`config.mk`:
```
export PLATFORM = sky130hd
export DESIGN_NAME = bytecode_register_machine_top_flat
export DESIGN_NICKNAME = d
export VERILOG_FILES = /design/src/rtl/bcrm_pkg.sv /design/src/rtl/bcrm_if.sv /design/src/rtl/bcrm_front.sv /design/src/rtl/bcrm_queue.sv /design/src/rtl/bcrm_back.sv /design/src/rtl/bytecode_register_machine_top.sv /design/src/flat_wrapper.sv
export SDC_FILE = /design/constraint.sdc
export NUM_CORES = 2
export LEC_CHECK = 0
export BUFFER_PORTS_ARGS = -buffer_cell sky130_fd_sc_hd__buf_2
export CAP_MARGIN = 20
export CORE_UTILIZATION = 44
export CTS_BUF_LIST = sky130_fd_sc_hd__clkbuf_16
export DETAILED_ROUTE_END_ITERATION = 8
export PLACE_DENSITY = 0.73
export SYNTH_ARGS = -nofsm -noshare
export SYNTH_HDL_FRONTEND = slang
export SYNTH_SLANG_ARGS = --single-unit
```
`constraint.sdc`:
```
create_clock -name clk_i -period 11.2 [get_ports clk_i]
set_input_delay 1.12 -clock clk_i [delete_from_list [all_inputs] [get_ports clk_i]]
set_output_delay 1.12 -clock clk_i [all_outputs]
set_load 0.005 [all_outputs]
```
`src/rtl/bcrm_pkg.sv`:
```
// bcrm_pkg: opcodes, decode phases, event codes and the command word
// passed from the decoder to the execute unit. No dependencies.
package bcrm_pkg;

  localparam int unsigned NumRegs  = 16;
  localparam int unsigned RegAddrW = $clog2(NumRegs);
  localparam int unsigned DataW    = 64;
  localparam int unsigned PosW     = 16;
  localparam int unsigned QueueDepth = 4;

  // Opcode bytes
  localparam logic [7:0] OpHalt = 8'h00;
  localparam logic [7:0] OpMov  = 8'h01;
  localparam logic [7:0] OpAdd  = 8'h02;
  localparam logic [7:0] OpOut  = 8'h07;
  localparam logic [7:0] OpSys  = 8'h0F;

  // Decode phases
  localparam logic [3:0] PhOpcode   = 4'd0;
  localparam logic [3:0] PhOperand  = 4'd1;
  localparam logic [3:0] PhSecond   = 4'd2;
  localparam logic [3:0] PhImmLast  = 4'd9;

  // Event kinds on the result channel
  localparam logic [1:0] EvOut     = 2'd0;
  localparam logic [1:0] EvSys     = 2'd1;
  localparam logic [1:0] EvHalt    = 2'd2;
  localparam logic [1:0] EvUnknown = 2'd3;

  // Instruction in decode
  typedef enum logic [2:0] {
    OPC_NONE = 3'd0,
    OPC_MOV  = 3'd1,
    OPC_ADD  = 3'd2,
    OPC_OUT  = 3'd3,
    OPC_SYS  = 3'd4
  } opc_e;

  // Completed command for the execute unit
  typedef enum logic [2:0] {
    CMD_MOV  = 3'd0,
    CMD_ADD  = 3'd1,
    CMD_OUT  = 3'd2,
    CMD_SYS  = 3'd3,
    CMD_HALT = 3'd4,
    CMD_UNK  = 3'd5
  } cmd_kind_e;

  typedef struct packed {
    cmd_kind_e           kind;
    logic [RegAddrW-1:0] ra;    // MOV/ADD destination
    logic [RegAddrW-1:0] rb;    // ADD source, OUT register
    logic [7:0]          code;  // OUT port, SYS id, unknown opcode
    logic [PosW-1:0]     pos;   // HALT/unknown stop position
    logic [DataW-1:0]    imm;   // MOV immediate
  } cmd_t;

endpackage

```
`src/rtl/bcrm_if.sv`:
```
// bcrm_if: stream interfaces for program bytes in and events out.
// Depends on nothing; widths follow the block's fixed field widths.
interface bcrm_in_if;
  logic       valid;
  logic       ready;
  logic [7:0] code_byte;
  logic       first_byte;
  logic       last_byte;

  modport source (output valid, output code_byte, output first_byte, output last_byte,
                  input ready);
  modport sink   (input valid, input code_byte, input first_byte, input last_byte,
                  output ready);
endinterface

interface bcrm_out_if;
  logic        valid;
  logic        ready;
  logic [1:0]  event_kind;
  logic [7:0]  port_number;
  logic [63:0] port_value;
  logic [7:0]  code_value;
  logic [15:0] byte_position;

  modport source (output valid, output event_kind, output port_number, output port_value,
                  output code_value, output byte_position, input ready);
  modport sink   (input valid, input event_kind, input port_number, input port_value,
                  input code_value, input byte_position, output ready);
endinterface

```
`src/rtl/bcrm_front.sv`:
```
// bcrm_front: byte decoder. Tracks phase, halt and position, builds commands.
// Depends on bcrm_pkg and bcrm_in_if.
module bcrm_front #(
  parameter longint unsigned PROGRAM_BYTES = 65536
) (
  input  logic            clk_i,
  input  logic            rst_ni,
  bcrm_in_if.sink         byte_i,
  output bcrm_pkg::cmd_t  cmd_o,
  output logic            cmd_valid_o,
  input  logic            cmd_ready_i
);
  import bcrm_pkg::*;

  localparam logic [PosW-1:0] PosLimit =
      (PROGRAM_BYTES < 64'd65535) ? PosW'(PROGRAM_BYTES) : {PosW{1'b1}};

  logic            halted_q, halted_d;
  logic [3:0]      phase_q, phase_d;
  opc_e            opc_q, opc_d;
  logic [7:0]      fop_q, fop_d;
  logic [DataW-1:0] imm_q, imm_d;
  logic [PosW-1:0] pos_q, pos_d;
  logic            fire;
  logic [3:0]      lane;
  logic [7:0]      b;

  assign byte_i.ready = cmd_ready_i;
  assign fire = byte_i.valid && byte_i.ready;
  assign b    = byte_i.code_byte;
  // immediate byte lane; only used mid-MOV, where the phase is not reset
  assign lane = phase_q - PhSecond;

  always_comb begin
    halted_d    = halted_q;
    phase_d     = phase_q;
    opc_d       = opc_q;
    fop_d       = fop_q;
    imm_d       = imm_q;
    pos_d       = pos_q;
    cmd_o       = '0;
    cmd_valid_o = 1'b0;
    if (fire) begin
      if (byte_i.first_byte) begin
        halted_d = 1'b0;
        phase_d  = PhOpcode;
        imm_d    = '0;
        pos_d    = '0;
      end
      if (!halted_d) begin
        if (pos_d < PosLimit) pos_d = pos_d + PosW'(1);
        if (phase_d == PhOpcode) begin
          case (b)
            OpHalt: begin
              halted_d    = 1'b1;
              cmd_o.kind  = CMD_HALT;
              cmd_o.pos   = pos_d;
              cmd_valid_o = 1'b1;
            end
            OpMov: begin opc_d = OPC_MOV; phase_d = PhOperand; imm_d = '0; end
            OpAdd: begin opc_d = OPC_ADD; phase_d = PhOperand; imm_d = '0; end
            OpOut: begin opc_d = OPC_OUT; phase_d = PhOperand; imm_d = '0; end
            OpSys: begin opc_d = OPC_SYS; phase_d = PhOperand; imm_d = '0; end
            default: begin
              halted_d    = 1'b1;
              cmd_o.kind  = CMD_UNK;
              cmd_o.code  = b;
              cmd_o.pos   = pos_d;
              cmd_valid_o = 1'b1;
            end
          endcase
        end else if (phase_d == PhOperand) begin
          case (opc_q)
            OPC_SYS: begin
              cmd_o.kind  = CMD_SYS;
              cmd_o.code  = b;
              cmd_valid_o = 1'b1;
              phase_d     = PhOpcode;
            end
            OPC_MOV, OPC_ADD, OPC_OUT: begin
              fop_d   = b;
              phase_d = PhSecond;
            end
            default: phase_d = PhOpcode;
          endcase
        end else if (opc_q == OPC_MOV && phase_d <= PhImmLast) begin
          imm_d[{lane[2:0], 3'b000} +: 8] = imm_d[{lane[2:0], 3'b000} +: 8] | b;
          if (phase_d == PhImmLast) begin
            cmd_o.kind  = CMD_MOV;
            cmd_o.ra    = fop_q[RegAddrW-1:0];
            cmd_o.imm   = imm_d;
            cmd_valid_o = 1'b1;
            phase_d     = PhOpcode;
          end else begin
            phase_d = phase_d + 4'd1;
          end
        end else if (opc_q == OPC_ADD && phase_d == PhSecond) begin
          cmd_o.kind  = CMD_ADD;
          cmd_o.ra    = fop_q[RegAddrW-1:0];
          cmd_o.rb    = b[RegAddrW-1:0];
          cmd_valid_o = 1'b1;
          phase_d     = PhOpcode;
        end else if (opc_q == OPC_OUT && phase_d == PhSecond) begin
          cmd_o.kind  = CMD_OUT;
          cmd_o.code  = fop_q;
          cmd_o.rb    = b[RegAddrW-1:0];
          cmd_valid_o = 1'b1;
          phase_d     = PhOpcode;
        end else begin
          phase_d = PhOpcode;
        end
        // truncated instruction: drop it
        if (byte_i.last_byte && phase_d != PhOpcode) begin
          phase_d = PhOpcode;
          imm_d   = '0;
        end
      end
    end
  end

  always_ff @(posedge clk_i or negedge rst_ni) begin
    if (!rst_ni) begin
      halted_q <= 1'b0;
      phase_q  <= PhOpcode;
      opc_q    <= OPC_NONE;
      fop_q    <= '0;
      imm_q    <= '0;
      pos_q    <= '0;
    end else begin
      halted_q <= halted_d;
      phase_q  <= phase_d;
      opc_q    <= opc_d;
      fop_q    <= fop_d;
      imm_q    <= imm_d;
      pos_q    <= pos_d;
    end
  end

endmodule

```
`src/rtl/bcrm_queue.sv`:
```
// bcrm_queue: short command FIFO between decoder and execute unit.
// Depends on bcrm_pkg.
module bcrm_queue (
  input  logic           clk_i,
  input  logic           rst_ni,
  input  bcrm_pkg::cmd_t push_cmd_i,
  input  logic           push_valid_i,
  output logic           push_ready_o,
  output bcrm_pkg::cmd_t pop_cmd_o,
  output logic           pop_valid_o,
  input  logic           pop_ready_i
);
  import bcrm_pkg::*;

  localparam int unsigned PtrW = $clog2(QueueDepth);
  localparam int unsigned CntW = $clog2(QueueDepth + 1);

  cmd_t            entries_q [QueueDepth];
  logic [PtrW-1:0] wr_ptr_q, rd_ptr_q;
  logic [CntW-1:0] count_q;
  logic            push, pop;

  assign push_ready_o = count_q != CntW'(QueueDepth);
  assign pop_valid_o  = count_q != '0;
  assign pop_cmd_o    = entries_q[rd_ptr_q];
  assign push = push_valid_i && push_ready_o;
  assign pop  = pop_valid_o && pop_ready_i;

  always_ff @(posedge clk_i) begin
    if (push) entries_q[wr_ptr_q] <= push_cmd_i;
  end

  always_ff @(posedge clk_i or negedge rst_ni) begin
    if (!rst_ni) begin
      wr_ptr_q <= '0;
      rd_ptr_q <= '0;
      count_q  <= '0;
    end else begin
      if (push) wr_ptr_q <= wr_ptr_q + PtrW'(1);
      if (pop)  rd_ptr_q <= rd_ptr_q + PtrW'(1);
      if (push && !pop)      count_q <= count_q + CntW'(1);
      else if (pop && !push) count_q <= count_q - CntW'(1);
    end
  end

endmodule

```
`src/rtl/bcrm_back.sv`:
```
// bcrm_back: execute unit. Register file memory, one execute stage with
// write forwarding, and the event output register. Depends on bcrm_pkg, bcrm_out_if.
module bcrm_back (
  input  logic           clk_i,
  input  logic           rst_ni,
  input  bcrm_pkg::cmd_t cmd_i,
  input  logic           cmd_valid_i,
  output logic           cmd_ready_o,
  bcrm_out_if.source     event_o
);
  import bcrm_pkg::*;

  logic [DataW-1:0]    mem [NumRegs];
  logic [NumRegs-1:0]  written_q;

  cmd_t                e_cmd_q;
  logic                e_valid_q;
  logic [DataW-1:0]    rd_a_q, rd_b_q;
  logic                va_q, vb_q;

  logic                wb_en_q;
  logic [RegAddrW-1:0] wb_addr_q;
  logic [DataW-1:0]    wb_data_q;

  logic                out_valid_q;
  logic [1:0]          out_kind_q;
  logic [7:0]          out_port_q, out_code_q;
  logic [DataW-1:0]    out_value_q;
  logic [PosW-1:0]     out_pos_q;

  logic                has_result, slot_free, e_fire, load, we;
  logic [DataW-1:0]    opa, opb, wd;

  // register value: last write wins over the registered read
  function automatic logic [DataW-1:0] pick(input logic fwd, input logic [DataW-1:0] fdata,
                                            input logic valid, input logic [DataW-1:0] rdata);
    logic [DataW-1:0] r;
    r = fwd ? fdata : (valid ? rdata : '0);
    return r;
  endfunction

  assign opa = pick(wb_en_q && wb_addr_q == e_cmd_q.ra, wb_data_q, va_q, rd_a_q);
  assign opb = pick(wb_en_q && wb_addr_q == e_cmd_q.rb, wb_data_q, vb_q, rd_b_q);

  assign has_result  = !(e_cmd_q.kind == CMD_MOV || e_cmd_q.kind == CMD_ADD);
  assign slot_free   = !out_valid_q || event_o.ready;
  assign e_fire      = e_valid_q && (!has_result || slot_free);
  assign cmd_ready_o = !e_valid_q || e_fire;
  assign load        = cmd_valid_i && cmd_ready_o;
  assign we          = e_fire && !has_result;
  assign wd          = (e_cmd_q.kind == CMD_MOV) ? e_cmd_q.imm : opa + opb;

  always_ff @(posedge clk_i) begin
    if (load) begin
      e_cmd_q <= cmd_i;
      rd_a_q  <= mem[cmd_i.ra];
      rd_b_q  <= mem[cmd_i.rb];
      va_q    <= written_q[cmd_i.ra];
      vb_q    <= written_q[cmd_i.rb];
    end
    if (we) mem[e_cmd_q.ra] <= wd;
    if (we) begin
      wb_addr_q <= e_cmd_q.ra;
      wb_data_q <= wd;
    end
    if (e_fire && has_result) begin
      out_kind_q  <= EvOut;
      out_port_q  <= '0;
      out_value_q <= '0;
      out_code_q  <= '0;
      out_pos_q   <= '0;
      case (e_cmd_q.kind)
        CMD_OUT: begin
          out_port_q  <= e_cmd_q.code;
          out_value_q <= opb;
        end
        CMD_SYS: begin
          out_kind_q <= EvSys;
          out_code_q <= e_cmd_q.code;
        end
        CMD_HALT: begin
          out_kind_q <= EvHalt;
          out_pos_q  <= e_cmd_q.pos;
        end
        default: begin
          out_kind_q <= EvUnknown;
          out_code_q <= e_cmd_q.code;
          out_pos_q  <= e_cmd_q.pos;
        end
      endcase
    end
  end

  always_ff @(posedge clk_i or negedge rst_ni) begin
    if (!rst_ni) begin
      e_valid_q   <= 1'b0;
      written_q   <= '0;
      wb_en_q     <= 1'b0;
      out_valid_q <= 1'b0;
    end else begin
      if (load)        e_valid_q <= 1'b1;
      else if (e_fire) e_valid_q <= 1'b0;
      if (we) begin
        written_q[e_cmd_q.ra] <= 1'b1;
        wb_en_q               <= 1'b1;
      end
      if (e_fire && has_result) out_valid_q <= 1'b1;
      else if (event_o.ready)   out_valid_q <= 1'b0;
    end
  end

  assign event_o.valid         = out_valid_q;
  assign event_o.event_kind    = out_kind_q;
  assign event_o.port_number   = out_port_q;
  assign event_o.port_value    = out_value_q;
  assign event_o.code_value    = out_code_q;
  assign event_o.byte_position = out_pos_q;

  // stalled command stays in the execute stage
  a_stall_holds: assert property (@(posedge clk_i) disable iff (!rst_ni)
      e_valid_q && !e_fire |=> e_valid_q && $stable(e_cmd_q.kind))
    else $error("execute stage dropped a stalled command");

  // only register-writing commands retire without a slot
  a_result_needs_slot: assert property (@(posedge clk_i) disable iff (!rst_ni)
      e_fire && has_result |-> slot_free)
    else $error("event issued while output register busy");

  // forwarding register tracks the last write
  a_fwd_tracks: assert property (@(posedge clk_i) disable iff (!rst_ni)
      we |=> wb_en_q && wb_addr_q == $past(e_cmd_q.ra) && wb_data_q == $past(wd))
    else $error("forwarding register out of step with write");

  // a written register is marked valid
  a_written_set: assert property (@(posedge clk_i) disable iff (!rst_ni)
      we |=> written_q[$past(e_cmd_q.ra)])
    else $error("register write not marked");

endmodule

```
`src/rtl/bytecode_register_machine_top.sv`:
```
// bytecode_register_machine_top: top level of the byte-stream register machine.
// Depends on bcrm_pkg, bcrm_if, bcrm_front, bcrm_queue, bcrm_back.
//
// Program bytes enter on byte_i, one byte per cycle while byte_i.ready is high;
// events (port output, syscall, halt, unknown opcode) leave on event_o. The
// decoder takes a byte in every cycle in which the four-entry command queue has
// room; the byte that completes a command writes it into the queue, from which
// it is loaded into the execute stage, and its event is then presented in the
// output register; a busy execute stage or output register can hold it at each
// step. The execute stage retires one command per cycle, paced by the output
// register: a stalled consumer fills the queue and then holds byte_i.ready low.
// The sixteen 64-bit registers live in a memory with one write and two
// registered read ports; per-register written bits, cleared at reset, make
// every register read as zero until first written, so no clearing pass is
// needed. A write is forwarded to the command directly behind it.
module bytecode_register_machine_top #(
  parameter longint unsigned PROGRAM_BYTES = 65536
) (
  input  logic       clk_i,
  input  logic       rst_ni,
  bcrm_in_if.sink    byte_i,
  bcrm_out_if.source event_o
);
  import bcrm_pkg::*;

  // decoder to queue
  cmd_t push_cmd;
  logic push_valid, push_ready;
  // queue to execute
  cmd_t pop_cmd;
  logic pop_valid, pop_ready;

  bcrm_front #(
    .PROGRAM_BYTES(PROGRAM_BYTES)
  ) u_front (
    .clk_i       (clk_i),
    .rst_ni      (rst_ni),
    .byte_i      (byte_i),
    .cmd_o       (push_cmd),
    .cmd_valid_o (push_valid),
    .cmd_ready_i (push_ready)
  );

  bcrm_queue u_queue (
    .clk_i        (clk_i),
    .rst_ni       (rst_ni),
    .push_cmd_i   (push_cmd),
    .push_valid_i (push_valid),
    .push_ready_o (push_ready),
    .pop_cmd_o    (pop_cmd),
    .pop_valid_o  (pop_valid),
    .pop_ready_i  (pop_ready)
  );

  bcrm_back u_back (
    .clk_i       (clk_i),
    .rst_ni      (rst_ni),
    .cmd_i       (pop_cmd),
    .cmd_valid_i (pop_valid),
    .cmd_ready_o (pop_ready),
    .event_o     (event_o)
  );

endmodule
```
`src/flat_wrapper.sv`:
```
// flat-port wrapper written by rule: the top's interface ports become plain ports
module bytecode_register_machine_top_flat import bcrm_pkg::*;
#(
  parameter longint unsigned PROGRAM_BYTES = 65536
)
  (clk_i, rst_ni, byte_i_valid, byte_i_code_byte, byte_i_first_byte, byte_i_last_byte, byte_i_ready, event_o_valid, event_o_event_kind, event_o_port_number, event_o_port_value, event_o_code_value, event_o_byte_position, event_o_ready);
  bcrm_in_if byte_i_i ();
  bcrm_out_if event_o_i ();
  input  logic clk_i;
  input  logic rst_ni;
  input wire logic [$bits(byte_i_i.valid)-1:0] byte_i_valid;
  input wire logic [$bits(byte_i_i.code_byte)-1:0] byte_i_code_byte;
  input wire logic [$bits(byte_i_i.first_byte)-1:0] byte_i_first_byte;
  input wire logic [$bits(byte_i_i.last_byte)-1:0] byte_i_last_byte;
  output wire logic [$bits(byte_i_i.ready)-1:0] byte_i_ready;
  output wire logic [$bits(event_o_i.valid)-1:0] event_o_valid;
  output wire logic [$bits(event_o_i.event_kind)-1:0] event_o_event_kind;
  output wire logic [$bits(event_o_i.port_number)-1:0] event_o_port_number;
  output wire logic [$bits(event_o_i.port_value)-1:0] event_o_port_value;
  output wire logic [$bits(event_o_i.code_value)-1:0] event_o_code_value;
  output wire logic [$bits(event_o_i.byte_position)-1:0] event_o_byte_position;
  input wire logic [$bits(event_o_i.ready)-1:0] event_o_ready;
  assign byte_i_i.valid = byte_i_valid;
  assign byte_i_i.code_byte = byte_i_code_byte;
  assign byte_i_i.first_byte = byte_i_first_byte;
  assign byte_i_i.last_byte = byte_i_last_byte;
  assign byte_i_ready = byte_i_i.ready;
  assign event_o_valid = event_o_i.valid;
  assign event_o_event_kind = event_o_i.event_kind;
  assign event_o_port_number = event_o_i.port_number;
  assign event_o_port_value = event_o_i.port_value;
  assign event_o_code_value = event_o_i.code_value;
  assign event_o_byte_position = event_o_i.byte_position;
  assign event_o_i.ready = event_o_ready;
  bytecode_register_machine_top #(.PROGRAM_BYTES(PROGRAM_BYTES)) u_core (.clk_i(clk_i), .rst_ni(rst_ni), .byte_i(byte_i_i), .event_o(event_o_i));
endmodule
```
-- Word level (Yosys, flattened, before mapping)
Memories as Yosys holds them, arrays and structs flattened. A register that Yosys moved wholly into a read port is not among the register bits.
Index checks and enable logic that the tools add are counted.
- flip-flop bits (word level): 389
- bits in writable memories: 1420
- bits of input ports: 14
- output and inout bits: 100
- word-level logic and storage cells: 199
- memories kept: 2
- add/sub/neg operators: 9
- order comparisons: 6
- equal/unequal tests: 18
- shifts and indexed selects: 3
- mux-type cells: 89
- bitwise logic cells: 4
- reductions and logical operators: 40
- memories (name ; depth ; bits a word ; read ports ; clocked after memory_dff ; write ports ; line ; text):
    u_core.u_back.mem ; 16 ; 64 ; 2 ; 2 ; 1 ; bcrm_back.sv:13 ; logic [DataW-1:0] mem [NumRegs];
    u_core.u_queue.entries_q ; 4 ; 99 ; 1 ; 0 ; 1 ; bcrm_queue.sv:18 ; cmd_t entries_q [QueueDepth];
- operators with widths (cell ; number):
    $mux 64 ; 17
    $mux 99 ; 2
    $mux 16 ; 6
    $add 64x64->64 ; 1
    $bwmux 64 ; 1
    $shift 8x8->64 const A ; 1
    $shiftx 64x7->8 ; 1
    $shiftx 8x8->64 ; 1
    $mux 4 ; 14
    $mux 8 ; 7
    $mux 1 ; 25
    $mux 12 ; 2
    $add 16x1->16 const B ; 1
    $lt 16x16->1 const B ; 1
    $or 16x16->16 ; 1
    $logic_and 1x1->1 ; 15
    $lt 4x5->1 const B ; 3
    $eq 3x2->1 const B ; 4
    $pmux 3 s4 ; 1
    $mux 2 ; 5
    $mux 3 ; 3
    $bmux 1 s4 ; 2
    $eq 4x4->1 ; 2
    $eq 8x1->1 const B ; 1
    other kinds (37) ; 52

-- Logic depth before layout (Yosys ltp)
- word-level depth: 17
- gate-level depth with buffers: 26
- mapped depth without buffers: 21

-- Hierarchy
Synthesis repeated with hierarchy kept, for this count alone.
- cells, all modules: 4945
- area, all modules: 87923.1 µm²
- by module, submodules not included (module ; instances ; cells an instance ; area an instance (µm²) ; sequential area each (µm²)):
    bcrm_back ; 1 ; 3645 ; 66244.8 ; 43086.3
    bcrm_queue ; 1 ; 552 ; 14704.1 ; 12066.6
    bcrm_front ; 1 ; 748 ; 6974.2 ; 2402.3

-- Worst setup path after synthesis
Ideal clock, no wire load.
- path kind: input to register
- start: input event_o_ready
- end: register u_core.u_queue.count_q[1]
- library setup time: 0.125 ns
- arrival: 12.528 ns
- data required time: 11.075 ns
- path slack: -1.453 ns
- cell stages on the path: 8
- buffers on the path: 0
- cells stage by stage: nand2b_1 -> nor2_1 -> nor2_1 -> inv_1 -> ha_1 -> inv_1 -> fa_1 -> mux2_2
- word-level cells in the longest chain between the ends: 8
- elaborated cells between the ends (all ways): 10
- ends and longest elaborated chain (item ; line ; text):
    from (decl) ; flat_wrapper.sv:22 ; input wire logic [$bits(event_o_i.ready)-1:0] event_o_ready;
    $logic_or 1x1->1 (*) ; bcrm_back.sv:46 ; assign slot_free = !out_valid_q || event_o.ready;
    $logic_or 1x1->1 (*) ; bcrm_back.sv:47 ; assign e_fire = e_valid_q && (!has_result || slot_free);
    $logic_and 1x1->1 (*) ; bcrm_back.sv:47 ;
    $logic_or 1x1->1 (*) ; bcrm_back.sv:48 ; assign cmd_ready_o = !e_valid_q || e_fire;
    $logic_and 1x1->1 (*) ; n/a ;
    via u_core.u_back.load ; bcrm_back.sv:31 ; logic has_result, slot_free, e_fire, load, we;
    $logic_not 1->1 ; bcrm_queue.sv:41 ; if (push && !pop) count_q <= count_q + CntW'(1);
    $logic_and 1x1->1 ; bcrm_queue.sv:41 ;
    $mux 3 or $reduce_bool 2->1 (tied branches) ; n/a ;
    to (signal assigned) ; bcrm_queue.sv:41 ;
    to (signal assigned) ; bcrm_queue.sv:42 ; else if (pop && !push) count_q <= count_q - CntW'(1);
    to (decl) ; bcrm_queue.sv:20 ; logic [CntW-1:0] count_q;
Mark *: on every way through the listed nets, which the timed path passes. The rest lies on a longest branch.
A chain may end at the register's enable or synchronous reset.

-- Worst setup path in the final report
- start: register u_core.u_back.wb_addr_q[3]
- end: memory u_core.u_back.mem[10][61] (data pin)
- word-level cells in the longest chain between the ends: 5
- elaborated cells between the ends (all ways): 8
- ends and longest elaborated chain (item ; line ; text):
    from (decl) ; bcrm_back.sv:22 ; logic [RegAddrW-1:0] wb_addr_q;
    from (signal assigned) ; bcrm_back.sv:63 ; wb_addr_q <= e_cmd_q.ra;
    $eq 4x4->1 ; bcrm_back.sv:43 ; assign opb = pick(wb_en_q && wb_addr_q == e_cmd_q.rb, wb_data_q, vb_q, rd_b_q);
    $logic_and 1x1->1 ; bcrm_back.sv:43 ;
    $mux 64 ; bcrm_back.sv:38 ; r = fwd ? fdata : (valid ? rdata : '0);
    via u_core.u_back.opb[1] ; bcrm_back.sv:32 ; logic [DataW-1:0] opa, opb, wd;
    $add 64x64->64 ; bcrm_back.sv:51 ; assign wd = (e_cmd_q.kind == CMD_MOV) ? e_cmd_q.imm : opa + opb;
    $mux 64 ; bcrm_back.sv:51 ;
    via u_core.u_back.wd[61] ; bcrm_back.sv:32 ;
    to (decl) ; bcrm_back.sv:13 ;
The timed path passes the listed nets, and every way through them passes these cells.

==> qor.yml <==
status: "finished, final reports clean"
initial_utilization_pct: 44.3
cts-hold-fix-buffers: 0
critical_path_class: "reg -> reg"
timing.final.crit_share_pct: 60.2
max-slew-margin-rel_pct: 21.5
synth_async_sr_flop_share_pct: 6.30
synthFlopType: "edfxtp_1"
hold_ws_ps: 393
portBuffers: 113
first_pass_iters: 6
grt.overflow.total: 0
seq_total_area_yosys_pct: 65.9
ctsRootBufferMaster: "clkbuf_16"
grt_pass1_vias: 50500
synth.ff_latch_count: 1937
endpoint_kind: "flip-flop"
design.portCount: 114
cellPowerDensity_nw_per_um2: 350
final-setup-viol-count: 0
maxSlewViolCount: 0
fp.dieH_um: 447
synth.yosys.warnings: 0
final-hold-violation-count: 0
timing.critical_path.arrival_ps: 7260
cp_data_required_time_ps: 11720
cts_resized: 0
post-cts-setup-buffer-count: 0
cp_max_fo: 32
worstPathCellList: "xnor2_1 -> and3_1 -> nand2_4 -> and3_1 -> a21oi_1 -> inv_1 -> ha_1 -> a211oi_1 -> o2111ai_1 -> a31oi_1 -> o2bb2ai_1 -> maj3_1 -> o311ai_2 -> nand2_2 -> a211oi_1 -> o22a_2 -> a31o_2 -> a311oi_1 -> xor2_1 -> o21ai_1"
post_synth_inst_count: 4969
chipWidth_um: 447
dieArea_um2: 200000
max_slew.worst_pin.slew_ps: 1180
netlist-cell-type-count: 96
detail_route.wirelength_mm: 231
ff_latch_area_um2: 57600
grt_pass1_wl_mm: 338
grt_start_max_net_pins: 132
utilization_pct: 49.8
antenna_found_initial: 13
worst_clock_skew_ps: 89.9
vias_cell: 6.33
synth_largest_type_area_fraction_pct: 62.4
max_cap_viol_count: 0
layoutNonFillerInstCount: 7940
synth_edf_count: 1815
syn_to_layout_area_delta_pct: 12.4
num_rows: 163
clk_latency_ps: 880
route.vias.total: 50300
synth_area_um2: 87300
detailedPlacementHpwl_mm: 136
worst_path_max_delay_cell: "o21ai_1"
post_route_setup_slack_ps: 4460
clk_pin_slew_worst_paths_ps: 70
synth.largest_area_cell: "edfxtp_1"
routedWlPerCell_um: 29.1
nets: 5214
finalWeightedCongestion: 0.920
htree_levels: 4
crit_path_start_kind: "flip-flop"
placedCellCount: 7538
post_route_cells_drive_above_1_share_pct: 27.0
fillers: 15700
pre_cts_slack_ps: 4550
ys_top_cells_by_area: "edfxtp_1, mux4_2, dfrtp_1, nand2_1, a21oi_1"
timing.critical_path.max_delay_family: "compound AO/OA/AOI/OAI gates"
global_route_total_usage_across_every_layer_pct: 23.1
crit_buf_inv: 1
drtIter0Drc: 6317
synth_fp_nets: 5055
clk_path_buf_depth: 3
cts_tree: "yes"
antenna_left: 0
standby_leakage_power_nw: 33.0
min_period_ps: 6740
max_clock_freq_ghz: 0.148
min-delay-path-class: "in -> async"
tns_ps: 0
avgSynthCellArea_um2: 17.6
largest_incremental_delay_on_the_critical_path_ps: 860
setup_repair_after_global_routing_missed_its_margin: "false"
numCtsBuffers: 197
placeableCoreArea_um2: 197000
multi_input_logic_area_um2: 28600
numClockSinks: 1937
drc_errors: 0
worst_ir_drop_on_vdd_uv: 271
[cell type report]
class                      instances  share of cell area [%]
clock buffer                     199                    5.07
tap                             2640                    3.37
antenna                            3                 0.00765
clock inverter                   169                    1.81
multi-input combinational       2683                    29.1
sequential                      1937                    58.6
inverter                          45                   0.175
timing repair buffer             264                    1.80
[routing by layer]
layer  up-vias  part of all wire [%]  wire length [µm]  track usage [%]
li1      20600                     -                 -                -
met1     26100                    37             86200             30.8
met2      3027                    49            113000             37.5
met3       532                   9.9             22900             4.27
met4        18                   4.0              9200             9.12
met5         -                 0.045               103                0
[through the flow]
stage                     cell area, µm²  total power, mW
final                              98100             34.4
after detailed placement           91200             27.2
after global placement             91100             26.8
after floorplan                    87300             22.7
after global routing               98100             35.7
after CTS                          97900             34.1
[sequential cells by signal, summed over array words and instances (netlist names), 8 cells and up]
| name | cells |
|---|---|
| u_core.u_back.mem | 1024 |
| u_core.u_back.wb_data_q | 64 |
| u_core.u_front.imm_q | 64 |
| u_core.u_front.pos_q | 16 |
| u_core.u_back.event_o.port_number | 8 |
| u_core.u_back.written_q | 16 |
| u_core.u_back.rd_a_q | 64 |
| u_core.u_back.event_o.port_value | 64 |
| u_core.u_front.fop_q | 8 |
| u_core.u_back.rd_b_q | 64 |
| u_core.u_back.e_cmd_q | 99 |
| u_core.u_back.event_o.byte_position | 16 |
| u_core.u_back.event_o.code_value | 8 |
| u_core.u_queue.entries_q | 396 |
[power by group]
group | internal (mW) | total (mW) | switching [mW] | leakage, nW
Sequential | 12.4 | 13.2 | 0.767 | 18.6
Clock | 3.87 | 6.79 | 2.92 | 3.40
Combinational | 5.62 | 14.4 | 8.76 | 11.0
Total | 21.9 | 34.4 | 12.4 | 33.0
[final timing paths]
check / startpoint / end / slack, ps / depth (start not counted)
min in group clk_i: byte_i_last_byte / u_core.u_front.phase_q[0]$_DFFE_PN0P_ / 460 / 2
hold / removal: rst_ni / u_core.u_back.event_o.valid$_DFFE_PN0P_ / 390 / 1
setup reg to reg: u_core.u_back.wb_addr_q[3]$_DFFE_PP_ / u_core.u_back.mem[10][61]$_DFFE_PP_ / 4460 / 20
setup / recovery: u_core.u_back.wb_addr_q[3]$_DFFE_PP_ / u_core.u_back.mem[10][61]$_DFFE_PP_ / 4460 / 20
max in group asynchronous: rst_ni / u_core.u_back.wb_en_q$_DFFE_PN0P_ / 9350 / 2
hold reg to reg: u_core.u_back.written_q[14]$_DFFE_PN0P_ / u_core.u_back.written_q[14]$_DFFE_PN0P_ / 480 / 1
[cells by family (layout without fill, tap and decap cells)]
kind of cell	Yosys count	after routing	share of synthesized area, %
AO/OA/AOI/OAI	638	638	4.61
AND/OR/NAND/NOR	1077	1077	5.71
buffers and inverters	349	677	1.58
flip-flops	1937	1937	65.9
multiplexers	793	793	20.1
adder cells (fa/ha/maj)	76	76	1.09
other	0	3	0
XOR/XNOR	99	99	1.02
[layout by cell type, fill, tap and decap left out, drive strengths merged, types with 17 or more instances in the layout]
| cell | netlist | layout |
|---|---|---|
| xnor2 | 67 | 67 |
| a21o | 43 | 43 |
| and3 | 43 | 43 |
| nor2 | 222 | 222 |
| mux4 | 765 | 765 |
| inv | 45 | 90 |
| nor2b | 29 | 29 |
| a31oi | 24 | 24 |
| ha | 70 | 70 |
| nand2 | 425 | 425 |
| nand2b | 27 | 27 |
| a21oi | 256 | 256 |
| nand4 | 17 | 17 |
| bufinv | 0 | 26 |
| buf | 87 | 264 |
| xor2 | 32 | 32 |
| o21ai | 151 | 151 |
| clkbuf | 217 | 199 |
| edfxtp | 1815 | 1815 |
| and2 | 57 | 57 |
| nand3 | 155 | 155 |
| nor3 | 34 | 34 |
| dfrtp | 122 | 122 |
| clkinv | 0 | 86 |
| a22o | 56 | 56 |
| or2 | 23 | 23 |
[cell usage after synthesis (all sizes together), types with 43 or more instances]
cell    instances
a21o           43
a21oi         256
a22o           56
and2           57
and3           43
buf            87
clkbuf        217
dfrtp         122
edfxtp       1815
ha             70
inv            45
mux4          765
nand2         425
nand3         155
nor2          222
o21ai         151
xnor2          67
(Power assumes the default switching activity.)
